<file path="config.mk">
export PLATFORM = sky130hd
export DESIGN_NAME = text_glyph_quad_generator_top
export DESIGN_NICKNAME = d
export VERILOG_FILES = /design/src/sv/tgq_pkg.sv /design/src/sv/tgq_cursor.sv /design/src/sv/tgq_vertex.sv /design/src/sv/text_glyph_quad_generator_top.sv
export SDC_FILE = /design/constraint.sdc
export NUM_CORES = 1
export LEC_CHECK = 0
export ABC_AREA = 1
export BUFFER_PORTS_ARGS = -buffer_cell sky130_fd_sc_hd__clkbuf_2
export CORE_MARGIN = 4
export CORE_UTILIZATION = 60
export DETAILED_ROUTE_END_ITERATION = 6
export MAX_ROUTING_LAYER = met4
export PLACE_DENSITY = 0.78
export SLEW_MARGIN = 30
export SYNTH_ARGS = -nofsm -noshare
export SYNTH_HDL_FRONTEND = slang
export SYNTH_SLANG_ARGS = --single-unit
</file>
<file path="constraint.sdc">
create_clock -name clk -period 10.36 [get_ports clk]
set_input_delay 0.518 -clock clk [delete_from_list [all_inputs] [get_ports clk]]
set_output_delay 0.518 -clock clk [all_outputs]
set_load 0.1 [all_outputs]
</file>
<file path="src/sv/tgq_pkg.sv">
package tgq_pkg;

    // Atlas geometry: cells per row and rows of cells
    localparam int ATLAS_COLUMNS = 32;
    localparam int ATLAS_ROWS    = 4;

    // Column and row indexes hold one past the last cell (right / bottom edge)
    localparam int COL_W = $clog2(ATLAS_COLUMNS + 1);
    localparam int ROW_W = $clog2(ATLAS_ROWS + 1);

    // Field widths
    localparam int CODE_W   = 8;
    localparam int REG_W    = 17;   // Q1.16 registers
    localparam int CURSOR_W = 20;   // Q4.16 cursor
    localparam int POS_W    = 20;   // signed Q3.16
    localparam int TEXU_W   = 22;   // Q6.16
    localparam int TEXV_W   = 19;   // Q3.16
    localparam int BASE_W   = 23;   // signed intermediate for clip-space math
    localparam int TU_PROD_W = COL_W + REG_W;
    localparam int TV_PROD_W = ROW_W + REG_W;
    localparam int CFG_IDX_W = 3;

    // Fixed-point constants
    localparam logic signed [BASE_W-1:0] POS_ONE = 23'sd65536;
    localparam logic signed [BASE_W-1:0] POS_MAX = 23'sd524287;
    localparam logic signed [BASE_W-1:0] POS_MIN = -23'sd524288;
    localparam logic [31:0] TEXU_MAX = 32'd4194303;
    localparam logic [31:0] TEXV_MAX = 32'd524287;

    // Character codes
    localparam logic [CODE_W-1:0] CODE_LF    = 8'd10;
    localparam logic [CODE_W-1:0] CODE_TAB   = 8'd11;
    localparam logic [CODE_W-1:0] CODE_FF    = 8'd12;
    localparam logic [CODE_W-1:0] CODE_CR    = 8'd13;
    localparam logic [CODE_W-1:0] CODE_SPACE = 8'd32;
    localparam logic [CODE_W-1:0] CODE_TILDE = 8'd126;

    // Corner codes
    localparam logic [1:0] CORNER_TL = 2'd0;
    localparam logic [1:0] CORNER_TR = 2'd1;
    localparam logic [1:0] CORNER_BL = 2'd2;
    localparam logic [1:0] CORNER_BR = 2'd3;

    // Register indexes
    typedef enum logic [CFG_IDX_W-1:0] {
        REG_ORIGIN_X = 3'd0,
        REG_ORIGIN_Y = 3'd1,
        REG_GLYPH_W  = 3'd2,
        REG_GLYPH_H  = 3'd3,
        REG_U_STEP   = 3'd4,
        REG_V_STEP   = 3'd5
    } cfg_index_t;

    typedef struct packed {
        logic [REG_W-1:0] origin_x;
        logic [REG_W-1:0] origin_y;
        logic [REG_W-1:0] glyph_w;
        logic [REG_W-1:0] glyph_h;
        logic [REG_W-1:0] u_step;
        logic [REG_W-1:0] v_step;
    } cfg_t;

    typedef struct packed {
        logic [CODE_W-1:0] char_code;
        logic              start_of_text;
    } item_t;

    typedef struct packed {
        logic signed [POS_W-1:0] pos_x;
        logic signed [POS_W-1:0] pos_y;
        logic [TEXU_W-1:0]       tex_u;
        logic [TEXV_W-1:0]       tex_v;
        logic [1:0]              corner;
        logic                    last_vertex;
    } vertex_t;

    // Per-glyph quad handed from the cursor stage to the vertex stage
    typedef struct packed {
        logic signed [BASE_W-1:0] bx;
        logic signed [BASE_W-1:0] by;
        logic [COL_W-1:0]         col;
        logic [ROW_W-1:0]         row;
    } quad_t;

    function automatic logic [CURSOR_W-1:0] sat_cursor(input logic [CURSOR_W:0] v);
        logic [CURSOR_W-1:0] r;
        begin
            r = v[CURSOR_W] ? {CURSOR_W{1'b1}} : v[CURSOR_W-1:0];
            return r;
        end
    endfunction

    function automatic logic [POS_W-1:0] sat_pos(input logic signed [BASE_W-1:0] v);
        logic [POS_W-1:0] r;
        begin
            if (v > POS_MAX)
                r = POS_MAX[POS_W-1:0];
            else if (v < POS_MIN)
                r = POS_MIN[POS_W-1:0];
            else
                r = v[POS_W-1:0];
            return r;
        end
    endfunction

    function automatic logic [TEXU_W-1:0] sat_tex_u(input logic [31:0] v);
        logic [TEXU_W-1:0] r;
        begin
            r = (v > TEXU_MAX) ? TEXU_MAX[TEXU_W-1:0] : v[TEXU_W-1:0];
            return r;
        end
    endfunction

    function automatic logic [TEXV_W-1:0] sat_tex_v(input logic [31:0] v);
        logic [TEXV_W-1:0] r;
        begin
            r = (v > TEXV_MAX) ? TEXV_MAX[TEXV_W-1:0] : v[TEXV_W-1:0];
            return r;
        end
    endfunction

endpackage

</file>
<file path="src/sv/tgq_cursor.sv">
module tgq_cursor (
    input  logic           clk,
    input  logic           rst_n,
    input  logic           accept,
    input  tgq_pkg::item_t item,
    input  tgq_pkg::cfg_t  cfg,
    output logic           printable,
    output tgq_pkg::quad_t quad
);

    logic [tgq_pkg::CURSOR_W-1:0] cursor_x_reg, cursor_x_next;
    logic [tgq_pkg::CURSOR_W-1:0] cursor_y_reg, cursor_y_next;

    logic [tgq_pkg::CURSOR_W-1:0] cx_base;
    logic [tgq_pkg::CURSOR_W-1:0] cy_base;
    logic [tgq_pkg::CURSOR_W-1:0] origin_x_ext;
    logic [tgq_pkg::CODE_W-1:0]   code;
    logic [tgq_pkg::CODE_W-1:0]   code_eff;
    logic                         is_tab;
    logic                         is_newline;
    logic [tgq_pkg::CURSOR_W:0]   tab_sum;
    logic [tgq_pkg::CURSOR_W:0]   adv_sum;
    logic [tgq_pkg::CURSOR_W:0]   line_sum;

    // Start of text moves the cursor to the origin before the code acts
    always_comb
    begin
        origin_x_ext = tgq_pkg::CURSOR_W'(cfg.origin_x);
        cx_base      = item.start_of_text ? origin_x_ext
                                          : cursor_x_reg;
        cy_base      = item.start_of_text ? tgq_pkg::CURSOR_W'(cfg.origin_y)
                                          : cursor_y_reg;
    end

    // Decode the character
    always_comb
    begin
        code       = item.char_code;
        is_tab     = (code == tgq_pkg::CODE_TAB);
        is_newline = (code == tgq_pkg::CODE_LF) || (code == tgq_pkg::CODE_FF) ||
                     (code == tgq_pkg::CODE_CR);
        printable  = !is_tab && !is_newline;
        if ((code < tgq_pkg::CODE_SPACE) || (code > tgq_pkg::CODE_TILDE))
            code_eff = tgq_pkg::CODE_SPACE;
        else
            code_eff = code;
    end

    // Quad base: clip-space center line and atlas cell
    always_comb
    begin
        quad.bx  = $signed({2'b00, cx_base, 1'b0}) - tgq_pkg::POS_ONE;
        quad.by  = tgq_pkg::POS_ONE - $signed({2'b00, cy_base, 1'b0});
        quad.col = tgq_pkg::COL_W'(code_eff % tgq_pkg::ATLAS_COLUMNS);
        quad.row = tgq_pkg::ROW_W'((code_eff / tgq_pkg::ATLAS_COLUMNS)
                                   % tgq_pkg::ATLAS_ROWS);
    end

    // Cursor moves: tab, new line, glyph advance
    always_comb
    begin
        tab_sum  = {1'b0, cx_base} + {1'b0, cfg.origin_x, 3'b000};
        adv_sum  = {1'b0, cx_base} + (tgq_pkg::CURSOR_W + 1)'(cfg.glyph_w);
        line_sum = {1'b0, cy_base} + (tgq_pkg::CURSOR_W + 1)'(cfg.glyph_h);

        cursor_x_next = cursor_x_reg;
        cursor_y_next = cursor_y_reg;
        if (accept)
        begin
            if (is_tab)
            begin
                cursor_x_next = tgq_pkg::sat_cursor(tab_sum);
                cursor_y_next = cy_base;
            end
            else if (is_newline)
            begin
                cursor_x_next = origin_x_ext;
                cursor_y_next = tgq_pkg::sat_cursor(line_sum);
            end
            else
            begin
                cursor_x_next = tgq_pkg::sat_cursor(adv_sum);
                cursor_y_next = cy_base;
            end
        end
    end

    always_ff @(posedge clk or negedge rst_n)
    begin
        if (!rst_n)
        begin
            cursor_x_reg <= '0;
            cursor_y_reg <= '0;
        end
        else
        begin
            cursor_x_reg <= cursor_x_next;
            cursor_y_reg <= cursor_y_next;
        end
    end

endmodule

</file>
<file path="src/sv/tgq_vertex.sv">
module tgq_vertex (
    input  logic                clk,
    input  logic                rst_n,
    input  tgq_pkg::cfg_t       cfg,
    input  tgq_pkg::quad_t      quad_in,
    input  logic                quad_load,
    output logic                quad_free,
    output logic                vtx_valid,
    input  logic                vtx_stall,
    output tgq_pkg::vertex_t    vtx
);

    logic                  quad_valid_reg, quad_valid_next;
    tgq_pkg::quad_t        quad_reg, quad_next;
    logic [1:0]            corner_reg, corner_next;
    logic                  out_valid_reg, out_valid_next;
    tgq_pkg::vertex_t      out_reg, out_next;

    logic                           out_free;
    logic                           emit;
    logic                           last;
    logic                           right;
    logic                           bottom;
    logic signed [tgq_pkg::BASE_W-1:0] gw_ext;
    logic signed [tgq_pkg::BASE_W-1:0] gh_ext;
    logic signed [tgq_pkg::BASE_W-1:0] px;
    logic signed [tgq_pkg::BASE_W-1:0] py;
    logic [tgq_pkg::COL_W-1:0]      cu;
    logic [tgq_pkg::ROW_W-1:0]      cv;
    logic [tgq_pkg::TU_PROD_W-1:0]  tu_prod;
    logic [tgq_pkg::TV_PROD_W-1:0]  tv_prod;

    // Output register is free when empty or drained this cycle
    always_comb
    begin
        out_free  = !out_valid_reg || !vtx_stall;
        emit      = quad_valid_reg && out_free;
        last      = (corner_reg == tgq_pkg::CORNER_BR);
        quad_free = !quad_valid_reg || (emit && last);
    end

    // Corner geometry for the current vertex
    always_comb
    begin
        right   = corner_reg[0];
        bottom  = corner_reg[1];
        gw_ext  = $signed({6'b000000, cfg.glyph_w});
        gh_ext  = $signed({6'b000000, cfg.glyph_h});
        px      = right  ? (quad_reg.bx + gw_ext) : (quad_reg.bx - gw_ext);
        py      = bottom ? (quad_reg.by - gh_ext) : (quad_reg.by + gh_ext);
        cu      = quad_reg.col + tgq_pkg::COL_W'(right);
        cv      = quad_reg.row + tgq_pkg::ROW_W'(bottom);
        tu_prod = tgq_pkg::TU_PROD_W'(cu) * tgq_pkg::TU_PROD_W'(cfg.u_step);
        tv_prod = tgq_pkg::TV_PROD_W'(cv) * tgq_pkg::TV_PROD_W'(cfg.v_step);

        out_next.pos_x       = tgq_pkg::sat_pos(px);
        out_next.pos_y       = tgq_pkg::sat_pos(py);
        out_next.tex_u       = tgq_pkg::sat_tex_u(32'(tu_prod));
        out_next.tex_v       = tgq_pkg::sat_tex_v(32'(tv_prod));
        out_next.corner      = corner_reg;
        out_next.last_vertex = last;
    end

    // Quad holding register and corner sequencer
    always_comb
    begin
        quad_valid_next = quad_valid_reg;
        quad_next       = quad_reg;
        corner_next     = corner_reg;
        if (emit)
            corner_next = corner_reg + 2'd1;
        if (emit && last)
            quad_valid_next = 1'b0;
        if (quad_load)
        begin
            quad_valid_next = 1'b1;
            quad_next       = quad_in;
        end
        out_valid_next = emit || (out_valid_reg && vtx_stall);
    end

    always_ff @(posedge clk or negedge rst_n)
    begin
        if (!rst_n)
        begin
            quad_valid_reg <= 1'b0;
            corner_reg     <= tgq_pkg::CORNER_TL;
            out_valid_reg  <= 1'b0;
        end
        else
        begin
            quad_valid_reg <= quad_valid_next;
            corner_reg     <= corner_next;
            out_valid_reg  <= out_valid_next;
        end
    end

    // Payload registers
    always_ff @(posedge clk)
    begin
        quad_reg <= quad_next;
        if (emit)
            out_reg <= out_next;
    end

    assign vtx_valid = out_valid_reg;
    assign vtx       = out_reg;

    // A new quad never overwrites one that still has corners to send
    a_no_overwrite: assert property (@(posedge clk) disable iff (!rst_n)
        quad_load |-> quad_free)
        else $error("quad loaded while previous quad still busy");

    // Every quad starts at the top-left corner
    a_start_tl: assert property (@(posedge clk) disable iff (!rst_n)
        quad_load |=> (corner_reg == tgq_pkg::CORNER_TL))
        else $error("quad did not start at top-left corner");

    // The quad register empties after its fourth vertex unless refilled
    a_release: assert property (@(posedge clk) disable iff (!rst_n)
        (emit && last && !quad_load) |=> !quad_valid_reg)
        else $error("quad not released after last corner");

    // A vertex is only produced from a held quad
    a_emit_src: assert property (@(posedge clk) disable iff (!rst_n)
        ($rose(out_valid_reg)) |-> $past(quad_valid_reg))
        else $error("vertex produced without a quad");

endmodule

</file>
<file path="src/sv/text_glyph_quad_generator_top.sv">
// Text glyph quad generator.
// Item channel (item_valid / item_stall / item): one character code per beat,
// with start_of_text moving the cursor to the configured origin first.
// Vertex channel (vtx_valid / vtx_stall / vtx): a printable code (anything
// but tab, line feed, form feed, carriage return) yields four vertex beats in
// the order top-left, top-right, bottom-left, bottom-right; last_vertex marks
// the fourth. Tab and line-break codes only move the cursor and yield no beat.
// Each printable character is registered as a quad in the quad register, and
// each of its corners in turn in the single vertex output register, which
// sends one corner per cycle while vtx_stall is low; the next character is
// taken in the cycle the fourth corner leaves the quad register.
// Configuration: cfg_en / cfg_index / cfg_data write one register per cycle,
// and the user must write only while the block is idle (the block does not
// enforce it). Unknown indexes are ignored. Reset clears the cursor to zero
// (not to the origin) and the configuration registers to zero and drops
// vtx_valid. While vtx_stall is high the presented vertex holds and
// item_stall rises once the pending quad can no longer advance.
module text_glyph_quad_generator_top (
    input  logic                          clk,
    input  logic                          rst_n,
    input  logic                          item_valid,
    output logic                          item_stall,
    input  tgq_pkg::item_t                item,
    output logic                          vtx_valid,
    input  logic                          vtx_stall,
    output tgq_pkg::vertex_t              vtx,
    input  logic                          cfg_en,
    input  logic [tgq_pkg::CFG_IDX_W-1:0] cfg_index,
    input  logic [tgq_pkg::REG_W-1:0]     cfg_data
);

    tgq_pkg::cfg_t     cfg_reg, cfg_next;
    tgq_pkg::quad_t    quad;
    logic              quad_load;
    logic              quad_free;
    logic              accept;
    logic              printable;

    // Configuration register file
    always_comb
    begin
        cfg_next = cfg_reg;
        if (cfg_en)
        begin
            case (tgq_pkg::cfg_index_t'(cfg_index))
                tgq_pkg::REG_ORIGIN_X: cfg_next.origin_x = cfg_data;
                tgq_pkg::REG_ORIGIN_Y: cfg_next.origin_y = cfg_data;
                tgq_pkg::REG_GLYPH_W:  cfg_next.glyph_w  = cfg_data;
                tgq_pkg::REG_GLYPH_H:  cfg_next.glyph_h  = cfg_data;
                tgq_pkg::REG_U_STEP:   cfg_next.u_step   = cfg_data;
                tgq_pkg::REG_V_STEP:   cfg_next.v_step   = cfg_data;
                default:               cfg_next = cfg_reg;
            endcase
        end
    end

    always_ff @(posedge clk or negedge rst_n)
    begin
        if (!rst_n)
            cfg_reg <= '0;
        else
            cfg_reg <= cfg_next;
    end

    // Input handshake
    always_comb
    begin
        item_stall = !quad_free;
        accept     = item_valid && !item_stall;
        quad_load  = accept && printable;
    end

    tgq_cursor u_cursor (
        .clk       (clk),
        .rst_n     (rst_n),
        .accept    (accept),
        .item      (item),
        .cfg       (cfg_reg),
        .printable (printable),
        .quad      (quad)
    );

    tgq_vertex u_vertex (
        .clk       (clk),
        .rst_n     (rst_n),
        .cfg       (cfg_reg),
        .quad_in   (quad),
        .quad_load (quad_load),
        .quad_free (quad_free),
        .vtx_valid (vtx_valid),
        .vtx_stall (vtx_stall),
        .vtx       (vtx)
    );

endmodule

</file>
Word-level counts from Yosys, hierarchy flattened
Index checks and enable logic that the tools add are counted.
{"block": "classes", "add_sub_neg": 12, "n_mul": 2, "magnitude_cmp": 8, "eq_ne": 10, "n_mux": 15, "reduce_logical": 26}
{"cell": "20-bit two-way mux", "n": 11}
{"cell": "23-bit by 18-bit adder with 23-bit output", "n": 2}
{"cell": "23-bit by 20-bit > comparator with 1-bit output, second input constant", "n": 2}
{"cell": "23-bit by 20-bit less-than comparator with 1-bit output, second input constant", "n": 2}
{"cell": "23-bit two-way mux", "n": 2}
{"cell": "23-bit by 18-bit subtractor with 23-bit output", "n": 2}
{"cell": "20-bit by 17-bit adder with 21-bit output", "n": 2}
{"cell": "8-bit by 4-bit == test with 1-bit output, second input constant", "n": 4}
{"cell": "23-bit by 22-bit > comparator with 1-bit output, second input constant", "n": 1}
{"cell": "6-bit by 17-bit multiplier with 23-bit output", "n": 1}
{"cell": "17-bit by 21-bit subtractor with 22-bit output, first input constant", "n": 1}
{"cell": "21-bit by 17-bit subtractor with 22-bit output, second input constant", "n": 1}
{"cell": "20-bit by 20-bit adder with 21-bit output", "n": 1}
{"cell": "20-bit by 19-bit > comparator with 1-bit output, second input constant", "n": 1}
{"cell": "3-bit by 17-bit multiplier with 20-bit output", "n": 1}
{"cell": "2-bit AND reduction", "n": 6}
{"cell": "8-bit by 7-bit > comparator with 1-bit output, second input constant", "n": 1}
{"cell": "8-bit by 6-bit less-than comparator with 1-bit output, second input constant", "n": 1}
{"cell": "5-bit by 1-bit adder with 6-bit output", "n": 1}
{"cell": "3-bit by 2-bit == test with 1-bit output, second input constant", "n": 2}
{"cell": "3-bit == test, second input constant", "n": 2}
{"cell": "1-bit logical AND", "n": 6}
{"cell": "1-bit zero test", "n": 6}
{"cell": "1-bit logical OR", "n": 6}
{"cell": "7 further kinds", "n": 8}
{"block": "word_totals", "regBits": 283, "in_bits": 34, "out_inout_bits": 86, "wordCells": 94}

Logic depth before layout (Yosys ltp)
{"block": "logic_depth", "depth_word": 8, "ltp_mapped": 29, "depth_no_buf": 28}

Cells and area by module
A second synthesis with hierarchy kept.
{"block": "hier_totals", "cells_unflattened": 3410, "hier_area_um2": 24405.9}
{"mod": "tgq_vertex", "n_inst": 1, "cells_per_inst": 1769, "area_per_inst_um2": 13651.8}
{"mod": "tgq_cursor", "n_inst": 1, "cells_per_inst": 1187, "area_per_inst_um2": 6692.7}
{"mod": "text_glyph_quad_generator_top", "n_inst": 1, "cells_per_inst": 454, "area_per_inst_um2": 4061.4}

Least setup slack after synthesis
No wires, ideal clock.
{"block": "synth_path", "kind": "register -> register", "startpoint": "register u_vertex.corner_reg[0]", "endpoint": "register u_vertex.out_reg, in the netlist u_vertex.vtx[42] (data pin)", "t_arrival_ps": 4806, "t_required_ps": 10103, "slack_ps": 5297, "stages_incl_launch_ff": 21, "path_buffers": 2, "path_cell_list": "dfrtp_1 -> ha_1 -> ha_1 -> nand3_1 -> xor2_1 -> clkbuf_1 -> nor2_1 -> fa_1 -> fa_1 -> inv_1 -> fa_1 -> inv_1 -> ha_1 -> a21oi_1 -> o21ai_0 -> a21oi_1 -> nand2_1 -> a21oi_1 -> xor2_1 -> buf_2 -> nand2_1"}
{"block": "synth_between", "elab_chain_len": 3}
{"item": "from (decl)", "line": "tgq_vertex.sv:15", "rtl": "logic [1:0] corner_reg, corner_next;"}
{"item": "from (signal assigned)", "line": "tgq_vertex.sv:87", "rtl": "corner_reg <= tgq_pkg::CORNER_TL;"}
{"item": "from (signal assigned)", "line": "tgq_vertex.sv:93", "rtl": "corner_reg <= corner_next;"}
{"item": "5-bit by 1-bit adder with 6-bit output *", "line": "tgq_vertex.sv:51", "rtl": "cu = quad_reg.col + tgq_pkg::COL_W'(right);"}
{"item": "6-bit by 17-bit multiplier with 23-bit output *", "line": "tgq_vertex.sv:53", "rtl": "tu_prod = tgq_pkg::TU_PROD_W'(cu) * tgq_pkg::TU_PROD_W'(cfg.u_step);"}
{"item": "23-bit by 22-bit > comparator with 1-bit output", "line": "tgq_pkg.sv:109", "rtl": "r = (v > TEXU_MAX) ? TEXU_MAX[TEXU_W-1:0] : v[TEXU_W-1:0];"}
{"item": "to (signal assigned)", "line": "tgq_vertex.sv:103", "rtl": "out_reg <= out_next;"}
{"item": "to (decl)", "line": "tgq_vertex.sv:17", "rtl": "tgq_pkg::vertex_t out_reg, out_next;"}
Mark *: on every way between the ends. The rest lies on a longest branch, timed or not.
A chain may end at the register's enable or synchronous reset.

Final worst setup path
{"block": "layout_path", "startpoint": "register u_vertex.corner_reg[0]", "endpoint": "register u_vertex.out_reg, in the netlist u_vertex.vtx[43] (data pin)"}
The elaborated chain is that of the path after synthesis.

==> metrics.md <==
| Metric | Value |
|---|---|
| Status | completed |
| # Post-CTS Setup Buffers | 0 |
| Max-slew headroom | 0.381 |
| Post-cts resize count | 0 |
| Core area | approximately 37,000 sq um |
| Global Route Usage Sum | 0.312 |
| Fin. max-slew vios | 0 |
| Placed Area | 23,600 sq um |
| Vias in the first global route | around 20,000 |
| Reg-to-reg slack, setup | 4.53 ns |
| Die Wd | 202 um |
| GPL Wtd Cong | slightly below 1 |
| Share of post-route cells with drive strength above 1 | 0.0737 |
| Tmin final | roughly 5.8 ns |
| I/O pin total | 120 |
| Data arrival, critical path | ~6.1 ns |
| Post-synth EDFFs | ~130 |
| Pin count of the biggest net entering global routing | 85 |
| Crit path from | u_vertex.corner_reg[0] |
| Final WS setup | between 4 and 5 ns |
| Warning count from the yosys run | 0 |
| Crit Reg-Reg Endpoint | u_vertex.vtx[43] |
| Vias per std cell | ~5.5 |
| Vert. Die Dim | approximately 200 um |
| Post-Layout Cell Count | approximately 3,700 |
| Rows | 70 |
| H-Tree Depth | 2 |
| Syn_nets | around 3,300 |
| Die area | about 40,000 sq um |
| Worst Path Buf+Inv | 3 |
| RR Startpoint | u_vertex.corner_reg[0] |
| Clk sinks | approximately 280 |
| Flops & latches, synth | roughly 280 |
| Met2 Usage GRT | 0.488 |
| Crit path max-delay cell type | xor2_2 |
| Final net count | between 3,000 and 4,000 |
| CTS tree | yes |
| Multi-input logic area | ~13,000 sq um |
| Max Cap Viol | 0 |
| Worst r2r path cells | 21 |
| Max Fclk | roughly 170 MHz |
| Final Skew | around 0.029 ns |
| Period utilisation layout | 0.563 |
| Dpl cells | about 3,600 |
| Congestion Overflow GR | 0 |
| Clk buf depth | 3 |
| Finish-stage setup viols | 0 |
| RSZ-0062 raised after global routing | false |
| CTS clock-pin slew for the worst setup and hold paths | 0.06 ns |
| Fill count | 3,200 |
| Max FFs per register | between 100 and 150 |
| Pre-CTS WS | between 4 and 5 ns |
| Crit Path Class | flip-flop to flip-flop |
| Vias | between 20,000 and 25,000 |
| CTS root buf | clkbuf_16 |
| Hold Buf Count CTS | 0 |
| Total wire length | roughly 60,000 um |
| Hpwl dp | between 40,000 and 50,000 um |
| GR Layer Usage met1 | 0.418 |
| Setup tns final | 0 ns |
| Register area | 7650 sq um |
| Final Cell Area | 24,800 sq um |
| Worst-skew pair later-pin latency | between 0.5 and 0.6 ns |
| Critical path depth | 21 |
| Worst min path class | input port to async pin |
| Measured slew at the worst slew-check pin | about 0.9 ns |
| Sequential fraction of the synthesis area | 0.338 |
| Area Growth Syn to Fin | 9.67% |
| Initial Util | 0.613 |
| Cell variety after synth | 52 |
| Num CTS Buffers | 34 |
| Antenna violations before repair | 1 |
| Met3 Usage GRT | 0.0517 |
| Routed len/inst | roughly 17 um |
| Critical path destination | u_vertex.vtx[43] |
| Largest stage delay on the critical path | around 0.65 ns |
| Predominant post-synthesis flop cell | dfrtp_1 |
| Grt peak-use layer | met2 |
| Hold Vio Cnt, Final | 0 |
| CP Launch Type | flip-flop |
| Pre-antenna DRT Iters | 6 |
| First-pass GRT wire length | a little over 100,000 um |
| CP Cell Sequence | ha_1, ha_1, nand3_1, xor2_2, inv_1, nand2_1, fa_1, fa_1, fa_1, inv_1, ha_1, a21oi_1, nand2_1, a21oi_1, o21ai_1, nand3_1, nand2_1, a21oi_1, xor2_1, buf_4, nand3_1 |
| DR iter-0 viols | between 1,500 and 2,000 |
| Asr flop ratio synth | 0.523 |
| Buffers on Ports | ~120 |
| DRC viols | 0 |
| Mapped Cells | roughly 3,000 |
| ANT nets after route | 0 |
| Worst-path maximum fanout | 22 |
| Syn Area/Cell | 7.48 sq um |
| CP top delay family | adder cells |
| Crit. End Element | flip-flop |
| Critical Path RT | 10.64 ns |
| Mapped cell area | around 23,000 sq um |
[per-layer routing]
layer | wire length (um) | part of all wire | vias up
li1 | - | - | 9886
met2 | 27800 | 0.45 | 664
met3 | 4540 | 0.073 | 122
met4 | 2210 | 0.036 | 0
met1 | 27200 | 0.44 | 9534
met5 | 0 | 0 | -
[Yosys cell counts (7+ instances only)]
| cell type | n | area, sq um |
|---|---|---|
| nand4_1 | 28 | 175 |
| o21ai_1 | 11 | 55.1 |
| edfxtp_1 | 133 | 3990 |
| dfrtp_1 | 146 | 3650 |
| o31ai_1 | 8 | 60.1 |
| clkbuf_1 | 49 | 184 |
| a31oi_1 | 11 | 68.8 |
| nand2_1 | 858 | 3220 |
| nor4_1 | 7 | 43.8 |
| buf_2 | 10 | 50.1 |
| or2_2 | 13 | 81.3 |
| o21bai_1 | 17 | 128 |
| xnor2_1 | 40 | 350 |
| xor2_1 | 95 | 832 |
| ha_1 | 153 | 1910 |
| fa_1 | 82 | 1640 |
| nor3_1 | 35 | 175 |
| o211ai_1 | 10 | 75.1 |
| o21ai_0 | 235 | 1180 |
| nand3_1 | 126 | 631 |
| a21oi_1 | 153 | 766 |
| nor2_1 | 239 | 897 |
| nand3b_1 | 7 | 52.6 |
| inv_1 | 485 | 1820 |
[cell families (layout without fill, tap and decap cells)]
group                    count (synthesis)  in the layout  synth area share
AO/OA/AOI/OAI                          478            478             0.115
XOR/XNOR                               135            135            0.0523
adder cells (fa/ha/maj)                235            235             0.157
buffers and inverters                  557            681            0.0942
flip-flops                             279            279             0.338
other                                    0              1                 0
AND/OR/NAND/NOR                       1341           1341             0.243
[worst register-to-register path: cells and delay by family (launching register included)]
family                   cells  cell delay [ns]
flip-flops                   1             0.51
adder cells (fa/ha/maj)      6             2.35
AO/OA/AOI/OAI                4             0.78
AND/OR/NAND/NOR              6             0.63
XOR/XNOR                     2             0.82
buffers and inverters        3             0.46
[worst min-delay path by stage]
stage	start	end	slack, ns	cells after the start
after floorplan	rst_n	cfg_reg[0]	0.22	0
after global placement	u_vertex.quad_valid_reg	u_vertex.vtx_valid	0.45	2
after detailed placement	u_vertex.quad_valid_reg	u_vertex.vtx_valid	0.46	2
after CTS	rst_n	cfg_reg[86]	0.07	1
after global routing	rst_n	cfg_reg[42]	0.11	1
final	rst_n	u_cursor.cursor_y_reg[19]	0.04	1
[final cells by class]
class | count | area share
Antenna cell | 1 | 0.000101
Timing Repair Buffer | 127 | 0.0267
Tap cell | 504 | 0.0254
Multi-Input combinational cell | 2189 | 0.519
Sequential cell | 279 | 0.308
Clock buffer | 44 | 0.0392
Inverter | 492 | 0.0745
Clock inverter | 18 | 0.00686
[per-stage QoR]
step / hold WS, ns / utilization
6_report: 0.0436 / 0.673
4_1_cts: 0.0658 / 0.672
5_1_grt: 0.106 / 0.672
3_5_place_dp: 0.462 / 0.641
2_1_floorplan: 0.222 / -
3_3_place_gp: 0.454 / 0.641
[cells in the final DEF, fill, tap and decap left out, types with 82 or more instances in the layout]
| cell | count |
|---|---|
| a21oi_1 | 153 |
| clkbuf_2 | 118 |
| dfrtp_1 | 146 |
| edfxtp_1 | 133 |
| fa_1 | 82 |
| ha_1 | 153 |
| inv_1 | 484 |
| nand2_1 | 857 |
| nand3_1 | 124 |
| nor2_1 | 237 |
| o21ai_0 | 235 |
| xor2_1 | 94 |
Power is left out: the tool's default activity adds up to more than one toggle a clock period on the data nets, which glitch-free logic cannot reach.
